<file path="src/sv/ump_pkg.sv">
package ump_pkg;

   // measurement setup
   localparam int SHOTS      = 5;
   localparam int SHOT_W     = (SHOTS > 1) ? $clog2(SHOTS) : 1;
   localparam int MEDIAN_IDX = SHOTS / 2;

   // field widths
   localparam int TICK_W = 16;
   localparam int TRIG_W = 8;
   localparam int CM_W   = 11;
   localparam int REM_W  = 10;
   localparam int CSR_IDX_W = 2;
   localparam int CSR_DATA_W = 16;

   // register reset values
   localparam logic [TICK_W-1:0] TIMEOUT_TICKS_RESET = 16'd18000;
   localparam logic [TRIG_W-1:0] TRIGGER_TICKS_RESET = 8'd10;
   // distance of the default timeout reading of 17647 ticks
   localparam logic [CM_W-1:0]   TIMEOUT_CM_RESET    = 11'd299;

   // ticks to cm: 17 cm per 1000 ticks
   localparam logic [REM_W-1:0] CM_STEP    = 10'd17;
   localparam logic [REM_W-1:0] CM_DIVISOR = 10'd1000;
   localparam logic [CM_W-1:0]  CM_MAX     = 11'd1114;

   // reciprocal of 1000 scaled by 2^30, exact for 21-bit numerators
   localparam int RECIP_SHIFT = 30;
   localparam logic [20:0] RECIP_1000 = 21'd1073742;

   typedef enum logic [CSR_IDX_W-1:0] {
      CSR_TIMEOUT_TICKS   = 2'd0,
      CSR_TIMEOUT_READING = 2'd1,
      CSR_TRIGGER_TICKS   = 2'd2
   } csr_index_type;

   typedef enum logic [1:0] {
      PH_IDLE,
      PH_TRIG,
      PH_WAIT,
      PH_HIGH
   } phase_type;

   typedef struct packed {
      logic start_req;
      logic echo_level;
   } req_type;

   typedef struct packed {
      logic            trigger_level;
      logic            busy_res;
      logic            distance_valid;
      logic [CM_W-1:0] range_cm;
   } rsp_type;

   typedef struct packed {
      logic [TICK_W-1:0] timeout_ticks;
      logic [TRIG_W-1:0] trigger_ticks;
      logic [CM_W-1:0]   timeout_cm;
   } cfg_type;

   // per-tick control result from the sequencer
   typedef struct packed {
      logic              trigger_level;
      logic              busy_res;
      logic              finish;
      logic              done;
      logic [SHOT_W-1:0] index;
      logic [CM_W-1:0]   reading_cm;
   } shot_type;

   // floor(pulse * 17 / 1000) by shift-add and one reciprocal multiply
   function automatic logic [CM_W-1:0] pulse_to_cm(input logic [TICK_W-1:0] pulse);
      logic [20:0] scaled;
      logic [41:0] prod;
      scaled = {1'b0, pulse, 4'b0000} + {5'b00000, pulse};
      prod   = {21'd0, scaled} * {21'd0, RECIP_1000};
      return prod[RECIP_SHIFT+CM_W-1:RECIP_SHIFT];
   endfunction

endpackage

</file>
<file path="src/sv/ump_ctrl.sv">
module ump_ctrl
   import ump_pkg::*;
(
   input  logic     clock,
   input  logic     reset,
   input  logic     step,
   input  req_type  req,
   input  cfg_type  cfg,
   output shot_type ev
);

   phase_type         phase_ff, phase_in;
   logic [TICK_W-1:0] tick_ff, tick_in;
   logic [SHOT_W-1:0] shot_ff, shot_in;
   logic [CM_W-1:0]   cm_ff, cm_in;
   logic [REM_W-1:0]  rem_ff, rem_in;

   logic [TICK_W-1:0] tick_plus;
   logic [REM_W-1:0]  rem_sum;
   phase_type         ph;

   // state registers, advanced once per accepted request
   always_ff @(posedge clock) begin
      if (reset) begin
         phase_ff <= PH_IDLE;
         tick_ff  <= '0;
         shot_ff  <= '0;
      end else if (step) begin
         phase_ff <= phase_in;
         tick_ff  <= tick_in;
         shot_ff  <= shot_in;
      end
   end

   // running distance of the high echo, payload only
   always_ff @(posedge clock) begin
      if (step) begin
         cm_ff  <= cm_in;
         rem_ff <= rem_in;
      end
   end

   // next state and per-tick outputs
   always_comb begin
      ph        = phase_ff;
      tick_in   = tick_ff;
      shot_in   = shot_ff;
      cm_in     = cm_ff;
      rem_in    = rem_ff;
      tick_plus = tick_ff + 16'd1;
      rem_sum   = rem_ff + CM_STEP;
      ev        = '0;

      // start only from idle
      if (phase_ff == PH_IDLE && req.start_req) begin
         ph      = PH_TRIG;
         tick_in = '0;
         shot_in = '0;
      end
      phase_in = ph;

      unique case (ph)
         PH_IDLE: begin
         end
         PH_TRIG: begin
            ev.trigger_level = 1'b1;
            if (tick_plus >= {{(TICK_W-TRIG_W){1'b0}}, cfg.trigger_ticks}) begin
               phase_in = PH_WAIT;
               tick_in  = '0;
            end else begin
               tick_in = tick_plus;
            end
         end
         PH_WAIT: begin
            if (req.echo_level) begin
               phase_in = PH_HIGH;
               tick_in  = '0;
               cm_in    = '0;
               rem_in   = '0;
            end else if (tick_ff >= cfg.timeout_ticks) begin
               ev.finish     = 1'b1;
               ev.reading_cm = cfg.timeout_cm;
            end else begin
               tick_in = tick_plus;
            end
         end
         PH_HIGH: begin
            if (!req.echo_level) begin
               ev.finish     = 1'b1;
               ev.reading_cm = cm_ff;
            end else if (tick_ff >= cfg.timeout_ticks) begin
               ev.finish     = 1'b1;
               ev.reading_cm = cfg.timeout_cm;
            end else begin
               tick_in = tick_plus;
               // 17 cm per 1000 ticks, carried as quotient and remainder
               if (rem_sum >= CM_DIVISOR) begin
                  rem_in = rem_sum - CM_DIVISOR;
                  cm_in  = cm_ff + 11'd1;
               end else begin
                  rem_in = rem_sum;
               end
            end
         end
      endcase

      // end of a shot: next trigger or the median
      ev.index = shot_ff;
      if (ev.finish) begin
         tick_in = '0;
         if (shot_ff == SHOT_W'(SHOTS - 1)) begin
            ev.done  = 1'b1;
            phase_in = PH_IDLE;
            shot_in  = '0;
         end else begin
            phase_in = PH_TRIG;
            shot_in  = shot_ff + SHOT_W'(1);
         end
      end

      ev.busy_res = (phase_in != PH_IDLE);
   end

endmodule

</file>
<file path="src/sv/ump_sort.sv">
module ump_sort
   import ump_pkg::*;
(
   input  logic            clock,
   input  logic            step,
   input  shot_type        ev,
   output logic [CM_W-1:0] median
);

   logic [CM_W-1:0] sorted_ff [SHOTS];
   logic [CM_W-1:0] sorted_in [SHOTS];
   logic [SHOTS-1:0] le;

   // insertion into the ascending list of this measurement's shots
   always_comb begin
      for (int i = 0; i < SHOTS; i++) begin
         le[i] = (SHOT_W'(i) < ev.index) && (sorted_ff[i] <= ev.reading_cm);
      end
      for (int i = 0; i < SHOTS; i++) begin
         if (le[i]) begin
            sorted_in[i] = sorted_ff[i];
         end else if (i == 0) begin
            sorted_in[i] = ev.reading_cm;
         end else if (le[i-1]) begin
            sorted_in[i] = ev.reading_cm;
         end else begin
            sorted_in[i] = sorted_ff[i-1];
         end
      end
      median = sorted_in[MEDIAN_IDX];
   end

   // list storage
   always_ff @(posedge clock) begin
      if (step && ev.finish) begin
         for (int i = 0; i < SHOTS; i++) begin
            sorted_ff[i] <= sorted_in[i];
         end
      end
   end

endmodule

</file>
<file path="src/sv/ultrasonic_median_ranger.sv">
// channel   direction  handshake             payload
// req       in         req_valid/req_ready   req_data  (start_req, echo_level)
// rsp       out        rsp_valid/rsp_ready   rsp_data  (trigger, busy, valid, cm)
// csr       in         csr_valid/csr_ready   csr_index, csr_wdata
//
// one request, one tick, per cycle while the response register is empty or
// draining; each request gives one response, registered, in the next cycle
// the median of five comes from a sorted list kept by insertion per shot
// reset: synchronous, no clearing pass; csr_ready is always high
// a stalled response holds req_ready low only while rsp_ready is low
module ultrasonic_median_ranger
   import ump_pkg::*;
(
   input  logic                  clock,
   input  logic                  reset,
   input  logic                  req_valid,
   output logic                  req_ready,
   input  req_type               req_data,
   output logic                  rsp_valid,
   input  logic                  rsp_ready,
   output rsp_type               rsp_data,
   input  logic                  csr_valid,
   output logic                  csr_ready,
   input  logic [CSR_IDX_W-1:0]  csr_index,
   input  logic [CSR_DATA_W-1:0] csr_wdata
);

   logic [TICK_W-1:0] timeout_ticks_ff;
   logic [TRIG_W-1:0] trigger_ticks_ff;
   logic [CM_W-1:0]   timeout_cm_ff;
   cfg_type           cfg;

   logic              rsp_valid_ff;
   rsp_type           rsp_data_ff, rsp_data_in;
   logic              step;
   shot_type          ev;
   logic [CM_W-1:0]   median;

   assign csr_ready = 1'b1;

   // configuration registers; the timeout reading is kept as its distance
   always_ff @(posedge clock) begin
      if (reset) begin
         timeout_ticks_ff <= TIMEOUT_TICKS_RESET;
         trigger_ticks_ff <= TRIGGER_TICKS_RESET;
         timeout_cm_ff    <= TIMEOUT_CM_RESET;
      end else if (csr_valid && csr_ready) begin
         unique case (csr_index)
            CSR_TIMEOUT_TICKS:   timeout_ticks_ff <= csr_wdata;
            CSR_TIMEOUT_READING: timeout_cm_ff    <= pulse_to_cm(csr_wdata);
            CSR_TRIGGER_TICKS:   trigger_ticks_ff <= csr_wdata[TRIG_W-1:0];
            default: begin
            end
         endcase
      end
   end

   assign cfg.timeout_ticks = timeout_ticks_ff;
   assign cfg.trigger_ticks = trigger_ticks_ff;
   assign cfg.timeout_cm    = timeout_cm_ff;

   // accept while the response register is empty or draining
   assign req_ready = !rsp_valid_ff || rsp_ready;
   assign step      = req_valid && req_ready;

   ump_ctrl u_ctrl (
      .clock (clock),
      .reset (reset),
      .step  (step),
      .req   (req_data),
      .cfg   (cfg),
      .ev    (ev)
   );

   ump_sort u_sort (
      .clock  (clock),
      .step   (step),
      .ev     (ev),
      .median (median)
   );

   // response assembly
   always_comb begin
      rsp_data_in.trigger_level  = ev.trigger_level;
      rsp_data_in.busy_res       = ev.busy_res;
      rsp_data_in.distance_valid = ev.done;
      rsp_data_in.range_cm       = ev.done ? median : '0;
   end

   // response register
   always_ff @(posedge clock) begin
      if (reset) begin
         rsp_valid_ff <= 1'b0;
      end else if (step) begin
         rsp_valid_ff <= 1'b1;
      end else if (rsp_ready) begin
         rsp_valid_ff <= 1'b0;
      end
   end

   always_ff @(posedge clock) begin
      if (step) begin
         rsp_data_ff <= rsp_data_in;
      end
   end

   assign rsp_valid = rsp_valid_ff;
   assign rsp_data  = rsp_data_ff;

endmodule

</file>
<file path="config.mk">
export PLATFORM = sky130hd
export DESIGN_NAME = ultrasonic_median_ranger
export DESIGN_NICKNAME = d
export VERILOG_FILES = /design/src/sv/ump_pkg.sv /design/src/sv/ump_ctrl.sv /design/src/sv/ump_sort.sv /design/src/sv/ultrasonic_median_ranger.sv
export SDC_FILE = /design/constraint.sdc
export NUM_CORES = 1
export LEC_CHECK = 0
export ABC_CLOCK_PERIOD_IN_PS = 8260
export BUFFER_PORTS_ARGS = -buffer_cell sky130_fd_sc_hd__buf_2
export CAP_MARGIN = 20
export CORE_MARGIN = 5
export CORE_UTILIZATION = 25
export CTS_CLUSTER_SIZE = 12
export DETAILED_ROUTE_END_ITERATION = 7
export GPL_TIMING_DRIVEN = 1
export PLACE_DENSITY = 0.4
export SLEW_MARGIN = 20
export SYNTH_ARGS = -nofsm -noshare
export SYNTH_HDL_FRONTEND = slang
export SYNTH_SLANG_ARGS = --single-unit
</file>
<file path="constraint.sdc">
create_clock -name clock -period 8.26 [get_ports clock]
set_input_delay 0.413 -clock clock [delete_from_list [all_inputs] [get_ports clock]]
set_output_delay 0.413 -clock clock [all_outputs]
set_load 0.05 [all_outputs]
</file>
# ---- Word-level counts from Yosys, hierarchy flattened
# Memories as Yosys holds them, arrays and structs flattened.
# Cells that the tools add are included.
# Widths: inputs -> output; s select.
dict set report word_totals {
  regBits 92
  latchBits 0
  ram_bits 55
  romBits 0
  input_bits 25
  output_inout_bits 17
  elab_cells 116
  mem_count 1
}
dict set report op_classes {
  add_sub_neg 6
  n_mul 1
  n_div 0
  magnitude_cmp 13
  eq_ne 10
  shift 0
  n_mux 50
  bitwise_logic 0
  n_reduce_logical 22
}
# memory depth word_bits rd rd_clocked_by_memory_dff write_ports line_no
set mem_list {}
lappend mem_list {u_sort.sorted_ff 5 11 5 0 5 ump_sort.sv:10} ;# logic [CM_W-1:0] sorted_ff [SHOTS];
# operator count
set op_table {}
lappend op_table {{$mux 11} 16}
lappend op_table {{$mux 16} 6}
lappend op_table {{$le 11x11->1} 5}
lappend op_table {{$pmux 16 s3} 1}
lappend op_table {{$pmux 11 s2} 2}
lappend op_table {{$mul 21x20->40 const B} 1}
lappend op_table {{$mux 10} 4}
lappend op_table {{$add 20x16->21} 1}
lappend op_table {{$pmux 10 s2} 1}
lappend op_table {{$add 16x1->16 const B} 1}
lappend op_table {{$ge 16x16->1} 1}
lappend op_table {{$ge 16x8->1} 1}
lappend op_table {{$add 11x1->11 const B} 1}
lappend op_table {{$mux 1} 11}
lappend op_table {{$add 10x5->10 const B} 1}
lappend op_table {{$ge 10x10->1 const B} 1}
lappend op_table {{$sub 10x10->10 const B} 1}
lappend op_table {{$mux 3} 3}
lappend op_table {{$logic_and 1x1->1} 8}
lappend op_table {{$mux 2} 4}
lappend op_table {{$reduce_and 2->1} 4}
lappend op_table {{$reduce_bool 2->1} 4}
lappend op_table {{$eq 2x2->1 const B} 3}
lappend op_table {{$lt 1x3->1 const A} 2}
lappend op_table {{14 further kinds} 19}

# ---- Logic depth before layout (Yosys ltp)
# Gate-level depths: netlist (run 1).
dict set report depth {
  depth_word 9
  depth_mapped 31
  ltp_nobuf 31
}

# ---- Hierarchy
# Synthesis (run 1) repeated with hierarchy kept, for this count alone.
dict set report hier_totals {
  cells_unflattened 1413
  area_unflattened_um2 13524.2
}
# mod n_inst cells_each area_each_um2 seq_area_each_um2
set modules_own_cells {}
lappend modules_own_cells {ultrasonic_median_ranger 1 809 7762.4 1141.1}
lappend modules_own_cells {ump_ctrl 1 403 3400.8 1051.0}
lappend modules_own_cells {ump_sort 1 201 2361.0 991.0}

# ---- Least setup slack after synthesis (run 1)
# Ideal clock, no wire load.
dict set report synth_path {
  path_kind {in2reg}
  startpoint {input port csr_wdata[0]}
  endpoint {register timeout_cm_ff[9]}
  setup_ns 0.122
  arrival_time_ns 7.186
  required_time_ns 8.138
  path_slack_ns 0.952
  stages 29
  path_buffers 0
  path_cell_list {ha_1 > inv_1 > fa_1 > nor2b_1 > o21ai_0 > a21boi_0 > o21a_1 > a21oi_1 > xnor2_1 > ha_1 > fa_1 > inv_1 > fa_1 > inv_1 > fa_1 > fa_1 > inv_1 > fa_1 > inv_1 > ha_1 > nand3_1 > nor4_1 > nand3_1 > nor4b_1 > o31ai_1 > o211ai_1 > nand2_1 > nor4bb_1 > a311o_1}
}
dict set report synth_between {
  elab_chain_len 2
}
# element line_no
set synth_lines {}
lappend synth_lines {{start, declared} ultrasonic_median_ranger.sv:25} ;# input logic [CSR_DATA_W-1:0] csr_wdata
lappend synth_lines {{$add 20x16->21} ump_pkg.sv:76} ;# scaled = {1'b0, pulse, 4'b0000} + {5'b00000, pulse};
lappend synth_lines {{$mul 21x20->40} ump_pkg.sv:77} ;# prod = {21'd0, scaled} * {21'd0, RECIP_1000};
lappend synth_lines {{end signal, assigned} ultrasonic_median_ranger.sv:50} ;# CSR_TIMEOUT_READING: timeout_cm_ff <= pulse_to_cm(csr_wdata);
lappend synth_lines {{end, declared} ultrasonic_median_ranger.sv:30} ;# logic [CM_W-1:0] timeout_cm_ff;
# No other way between the ends.
# A chain may end at the register's enable or synchronous reset.

# ---- Worst setup path in the final report (run 1)
dict set report layout_path {
  startpoint {input port csr_wdata[0]}
  endpoint {register timeout_cm_ff[10]}
}
# The elaborated chain is that of the path after synthesis.

==> results of run 1 <==
[worst max path at each step]
stage | depth (start not counted) | slack [ns] | start | endpoint
2_1_floorplan | 29 | 0.95 | csr_wdata[0] | timeout_cm_ff[9]$_SDFFE_PP0P_
3_3_place_gp | 32 | 0.07 | csr_wdata[1] | timeout_cm_ff[10]$_SDFFE_PP0P_
3_5_place_dp | 32 | -0.05 | csr_wdata[1] | timeout_cm_ff[10]$_SDFFE_PP0P_
4_1_cts | 32 | 0.39 | csr_wdata[1] | timeout_cm_ff[10]$_SDFFE_PP0P_
5_1_grt | 32 | 0.09 | csr_wdata[1] | timeout_cm_ff[10]$_SDFFE_PP0P_
6_report | 33 | 0.60 | csr_wdata[0] | timeout_cm_ff[10]$_SDFFE_PP0P_
[routing by layer]
layer	GRT usage, %	share of wire [%]
met5	0	0
met4	3.34	1.6
met3	2.12	3.1
met2	20.4	45
met1	18.4	51
[area by class of cell]
type / count / area, sq um / share of cell area (%)
timing repair buffer: 74 / 455 / 3.02
inverter: 245 / 920 / 6.09
clock buffer: 25 / 485 / 3.22
sequential: 125 / 3180 / 21.1
multi-input combinational: 995 / 9050 / 60.0
clock inverter: 7 / 136 / 0.903
tap: 688 / 861 / 5.70
[logic make-up after synthesis]
| family | synth area share, % |
|---|---|
| buffers and inverters | 7.96 |
| DFF | 24.0 |
| adders and majority gates | 37.5 |
| and+or+nand+nor | 12.4 |
| muxes | 3.37 |
| xor gates and xnor gates | 3.16 |
| other | 0.0282 |
| AOI/OAI and AO/OA | 11.6 |
[flip-flops by register name, indices dropped and copies added, names as in the netlist]
signal and flops:
u_ctrl.cm_ff 11, timeout_cm_ff 11, u_ctrl.phase_ff 2, rsp_valid 1, u_ctrl.shot_ff 3, u_sort.sorted_ff 33, u_ctrl.tick_ff 16, u_ctrl.rem_ff 10
timeout_ticks_ff 16, trigger_ticks_ff 8, rsp_data 14
[per-stage QoR]
stage / hold slack (ns) / setup TNS [ns] / power (mW) / cell area, sq um
after floorplan: 0.436 / 0 / 4.10 / 13300
after global placement: 0.450 / 0 / 5.61 / 14500
after detailed placement: 0.447 / -0.0542 / 5.59 / 14500
after CTS: 0.202 / 0 / 6.47 / 15100
after global routing: 0.245 / 0 / 7.26 / 15100
final: 0.224 / 0 / 6.35 / 15100
[report_power, final]
part / switching, mW / internal (mW) / leakage, nW / total [mW]
Clock: 0.283 / 0.528 / 0.299 / 0.811
Sequential: 0.0165 / 0.673 / 1.11 / 0.689
Combinational: 2.78 / 2.07 / 5.50 / 4.85
Total: 3.08 / 3.27 / 6.91 / 6.35
[layout by cell type, fill, tap and decap left out, types with 4 or more instances in the layout]
cell type  count
inv_2          9
inv_1        234
a2111oi_0      5
fa_1          92
clkbuf_1       5
mux2_2        30
bufinv_16      4
nor3_1        19
nand3_1       37
a31oi_1        4
buf_4         34
xnor2_1       28
nor2b_1        6
dfxtp_1       57
a22oi_1        5
ha_1         250
nand4_1       21
nand2b_1       6
clkbuf_16     17
a211oi_1       7
nor4_1        11
nor2_1        74
or2_2          5
mux2i_1       11
a21boi_2       9
o21ai_0       39
and2_1        12
o21a_1        18
a21oi_1       68
buf_2         40
o211ai_1      17
edfxtp_1      68
or3_1         11
and3_1        11
a21o_1        15
xor2_1        20
nand2_1      100
[worst max-delay path: cells and delay by family]
family,cells,cell delay [ns]
buffers and inverters,9,0.94
adder cells (fa/ha/maj),9,3.62
AO/OA/AOI/OAI,7,1.44
XOR/XNOR,1,0.34
AND/OR/NAND/NOR,7,1.20
[repair_timing]
item,in CTS,in global routing
setup endpoints to repair,0,3
hold buffers,0,0
hold endpoints to repair,0,0
resized for setup,0,1
==> results.cfg, run 1 <==
[finish]
final_nets = 1825
fin_cells = 2159
area_growth_pct = 13.6
fin_util_pct = 28.7
n_fill_cell = 5644
antenna_cells = 0
layout-drive-gt1-share_pct = 11.5

[clock_network]
insertion_delay_ns = 0.43
cts_tree = yes
clock_path_buffers = 2
path_clk_slew_ns = 0.06
cts_sinks = 125
cts_setup_buffers = 0
htreeDepth = 4
cts_buffers = 17
cts_root_buf = clkbuf_16

[drt]
first_pass_iters = 5
drcViolationCount = 0
dr.first_iter.drc_count = 406
vias_per_cell = 4.54
ant_nets = 0
routed_wl_um = 36000
num_vias = 9801
wl_per_cell_um = 16.7

[sta]
fmax_mhz = 131
finalHoldViolCount = 0
fin_crit_ns = 7.66
setup_slack_ns = 0.602
skew_ns = 0.00633
setup_viol = 0
rsz0062_at_grt = no
slew_headroom_pct = 30.1
slew_violations = 0
period_share_pct = 92.7
worst_pin_slew_ns = 1.05

[setup_path]
slowest_stage = fa_1
worstSetupPathType = input pin to register
critPathLaunchType = input pin
r2r_cells = 20
critPathCaptureType = register
cp_slowest_stage_delay_ns = 0.55
crit_fanout = 5
r2r_slack_ns = 2.99
critPathRequiredTime_ns = 8.58
arrival_ns = 7.97
r2r_end = u_sort.sorted_ff[0][2]$_DFFE_PP_
reg2reg_from = u_ctrl.tick_ff[0]$_SDFFE_PP0P_

[outcome]
status = finished clean

[placed_design]
gp_congestion = 0.864
dp_cells = 2127
hpwl_um = 29600
dp_slack_ns = -0.0542
port-buffer-count = 40

[synth]
synth.net_count = 1766
synth_cells = 1399
netlist.top_cell.by_area = ha_1
avgSynthCellArea_sq_um = 9.50
ys_seq_elements = 125
netlist.area_leader.share_pct = 23.5
ys_seq_area_share_pct = 24.0
ys_top_cells_by_count = 250 x ha_1, 234 x inv_1, 100 x nand2_1
synth_edf_count = 68
synth.most_common_cell = ha_1
async_flop_share_pct = 0
netlist_area_sq_um = 13300
yosys-top-cells-area = ha_1 24%, edfxtp_1 15%, fa_1 14%, dfxtp_1 8.6%, inv_1 6.6%
synthFlopType = edfxtp_1
yosys_warnings = 0
synthDistinctLibCells = 76

[worst_hold_path]
min_delay_path_depth = 3
worstHoldPathType = input pin to register
hp-start = req_valid
hold_end = rsp_valid$_SDFFE_PP0P_

[floorplanning]
dieArea_sq_um = 57800
coreArea_sq_um = 52600
start_util_pct = 25.3
pin_count = 42
num_rows = 84
die_width_um = 241
die_h_um = 241

[global_route]
grt_pass1_vias = 10277
grt_overflow_total = 0
track_usage_pct = 12.9
antenna_found_initial = 0
grt_pass1_wl_um = 58300
grt_max_degree = 47

[power]
powerDensity_nw_per_um2 = 421
p_leak_nw = 6.91
ir_drop_uv = 300

[job]
drv_cap = 0
Note: power is estimated with default switching activity, not from simulation.
==> run 2, diff against run 1 <==
--- a/config.mk
+++ b/config.mk
@@ -8,12 +8,15 @@
 export ABC_CLOCK_PERIOD_IN_PS = 8260
 export BUFFER_PORTS_ARGS = -buffer_cell sky130_fd_sc_hd__buf_2
 export CAP_MARGIN = 20
+export CELL_PAD_IN_SITES_DETAIL_PLACEMENT = 1
+export CELL_PAD_IN_SITES_GLOBAL_PLACEMENT = 2
 export CORE_MARGIN = 5
-export CORE_UTILIZATION = 25
+export CORE_UTILIZATION = 42
 export CTS_CLUSTER_SIZE = 12
 export DETAILED_ROUTE_END_ITERATION = 7
+export GPL_ROUTABILITY_DRIVEN = 0
 export GPL_TIMING_DRIVEN = 1
-export PLACE_DENSITY = 0.4
+export PLACE_DENSITY = 0.84
 export SLEW_MARGIN = 20
 export SYNTH_ARGS = -nofsm -noshare
 export SYNTH_HDL_FRONTEND = slang
==> run 2 against run 1 <==
Net effect: combinational power is 2% lower; critical endpoint is now timeout_cm_ff[9]$_SDFFE_PP0P_; highest routed layer unchanged; power is 2.4% lower; largest power group unchanged; core utilization is 18 points higher; largest cell class unchanged; clock skew is 0.0057 ns higher.
==> results.cfg, run 2 (synthesis gave the netlist of run 1 again) <==
[outcome]
status = finished clean

[setup_path]
path_buf_inv = 3
cp_slowest_stage_delay_ns = 0.63
crit_fanout = 8
critPathRequiredTime_ns = 8.58
reg2reg_from = u_ctrl.tick_ff[0]$_SDFFE_PP0P_
critical-path-top-delay-family = adder cells
critPathLaunchType = input pin
r2r_slack_ns = 2.70
slowest_stage = xor2_1
critPathCaptureType = register
worstSetupPathType = input pin to register
arrival_ns = 8.15
r2r_cells = 20
r2r_end = rsp_data[2]$_SDFFCE_PN0P_

[power]
pwr-share-comb_pct = 76.3
clockPowerShare_pct = 12.5
power_frac_seq_pct = 11.1
ir_drop_uv = 415
p_leak_nw = 6.83
power.share.switching_pct = 49.7
powerDensity_nw_per_um2 = 424
p_sw_mw = 3.08
p_int_mw = 3.12

[global_route]
grt_overflow_total = 0
grt_pass1_vias = 11281
grt_pass1_wl_um = 59800
track_usage_pct = 21.2
grt_max_degree = 47
antenna_found_initial = 0

[sta]
skew_ns = 0.0120
rsz0062_at_grt = no
setup_viol = 0
worst_pin_slew_ns = 1.06
holdWs_ns = 0.237
slew_headroom_pct = 28.9
fin_crit_ns = 7.83
slew_violations = 0
finalHoldViolCount = 0
period_share_pct = 94.8
fmax_mhz = 128

[finish]
fin_cells = 1861
area_growth_pct = 10.1
layout_commonest_cell = ha_1
largest_reg_flops = 33
antenna_cells = 0
reg.largest.list = u_sort.sorted_ff: 33 flops, timeout_ticks_ff: 16 flops, u_ctrl.tick_ff: 16 flops
n_fill_cell = 3620
final_nets = 1813
layout_common_cells = 250 x ha_1, 234 x inv_1, 100 x nand2_1, 92 x fa_1, 74 x nor2_1
layout-drive-gt1-share_pct = 11.0
top_register = u_sort.sorted_ff

[clock_network]
clock_path_buffers = 2
cts_buffers = 17
ctsResizeCount = 0
insertion_delay_ns = 0.43
path_clk_slew_ns = 0.06
htreeDepth = 4
cts_tree = yes
holdBufCountCts = 0
cts_sinks = 125
cts_root_buf = clkbuf_16
cts_setup_buffers = 0

[drt]
drcViolationCount = 0
vias_per_cell = 5.48
routed_wl_um = 36400
num_vias = 10205
dr.first_iter.drc_count = 403
wl_per_cell_um = 19.6
ant_nets = 0
first_pass_iters = 4

[worst_hold_path]
worstHoldPathType = input pin to register
hold_end = rsp_valid$_SDFFE_PP0P_
hp-start = req_valid
min_delay_path_depth = 3

[placed_design]
port-buffer-count = 40
dp_cells = 1829
hpwl_um = 29400

[floorplanning]
die_h_um = 188
num_rows = 65
coreArea_sq_um = 31400
dieArea_sq_um = 35300
start_util_pct = 42.3
pin_count = 42
die_width_um = 188

[job]
drv_cap = 0
==> run 2: changes by cell type in the layout (fill, tap and decap cells not counted), sizes merged <==
cell	delta
buf	-12
inv	+1
bufinv	-1
clkbuf	-3
clkinvlp	+3
==> run 2: worst min-delay path: stages <==
cell and delay [ns]:
buf_2 0.10, inv_1 0.04, a21oi_1 0.06
==> run 2: how the worst max path moves through the flow <==
stage                  from                            end  slack, ns  cells after the start
2_1_floorplan  csr_wdata[0]  timeout_cm_ff[9]$_SDFFE_PP0P_       0.95                     29
3_3_place_gp   csr_wdata[1]  timeout_cm_ff[9]$_SDFFE_PP0P_       0.18                     29
3_5_place_dp   csr_wdata[1]  timeout_cm_ff[9]$_SDFFE_PP0P_      -0.21                     29
4_1_cts        csr_wdata[1]  timeout_cm_ff[9]$_SDFFE_PP0P_       0.23                     29
5_1_grt        csr_wdata[1]  timeout_cm_ff[9]$_SDFFE_PP0P_       0.05                     30
6_report       csr_wdata[1]  timeout_cm_ff[9]$_SDFFE_PP0P_       0.43                     29
==> run 2: layout make-up <==
cell class / count / area [sq um] / area share (%)
Clock buffer: 22 / 454 / 3.11
Tap cell: 402 / 503 / 3.44
Clock inverter: 10 / 139 / 0.950
Timing Repair Buffer: 62 / 363 / 2.48
Inverter: 245 / 920 / 6.29
Sequential cell: 125 / 3180 / 21.8
Multi-Input combinational cell: 995 / 9060 / 62.0
==> run 2: through the flow <==
stage          setup TNS [ns]  setup WS (ns)  power, mW  utilization [%]  cell area (sq um)
6_report                    0          0.426       6.20             46.6              14600
5_1_grt                     0         0.0464       7.02             46.6              14600
4_1_cts                     0          0.235       6.27             46.5              14600
3_5_place_dp           -0.537         -0.211       5.43             44.7              14000
3_3_place_gp                0          0.176       5.28             44.6              14000
2_1_floorplan               0          0.952       4.10                -              13300
==> run 2: power groups by stage <==
stage | Sequential [mW] | Clock (mW) | Combinational [mW]
floorplan | 0.708 | 0 | 3.39
CTS | 0.691 | 0.791 | 4.79
global route | 0.693 | 0.818 | 5.51
detailed placement | 0.704 | 0 | 4.73
global placement | 0.703 | 0 | 4.58
finish | 0.691 | 0.777 | 4.73
==> run 2: metal layers <==
layer  global-route usage (%)  routed length, um
met5                        0                  0
met4                     4.29                515
met3                     2.76                876
met2                     38.5              18700
met1                     27.0              16400
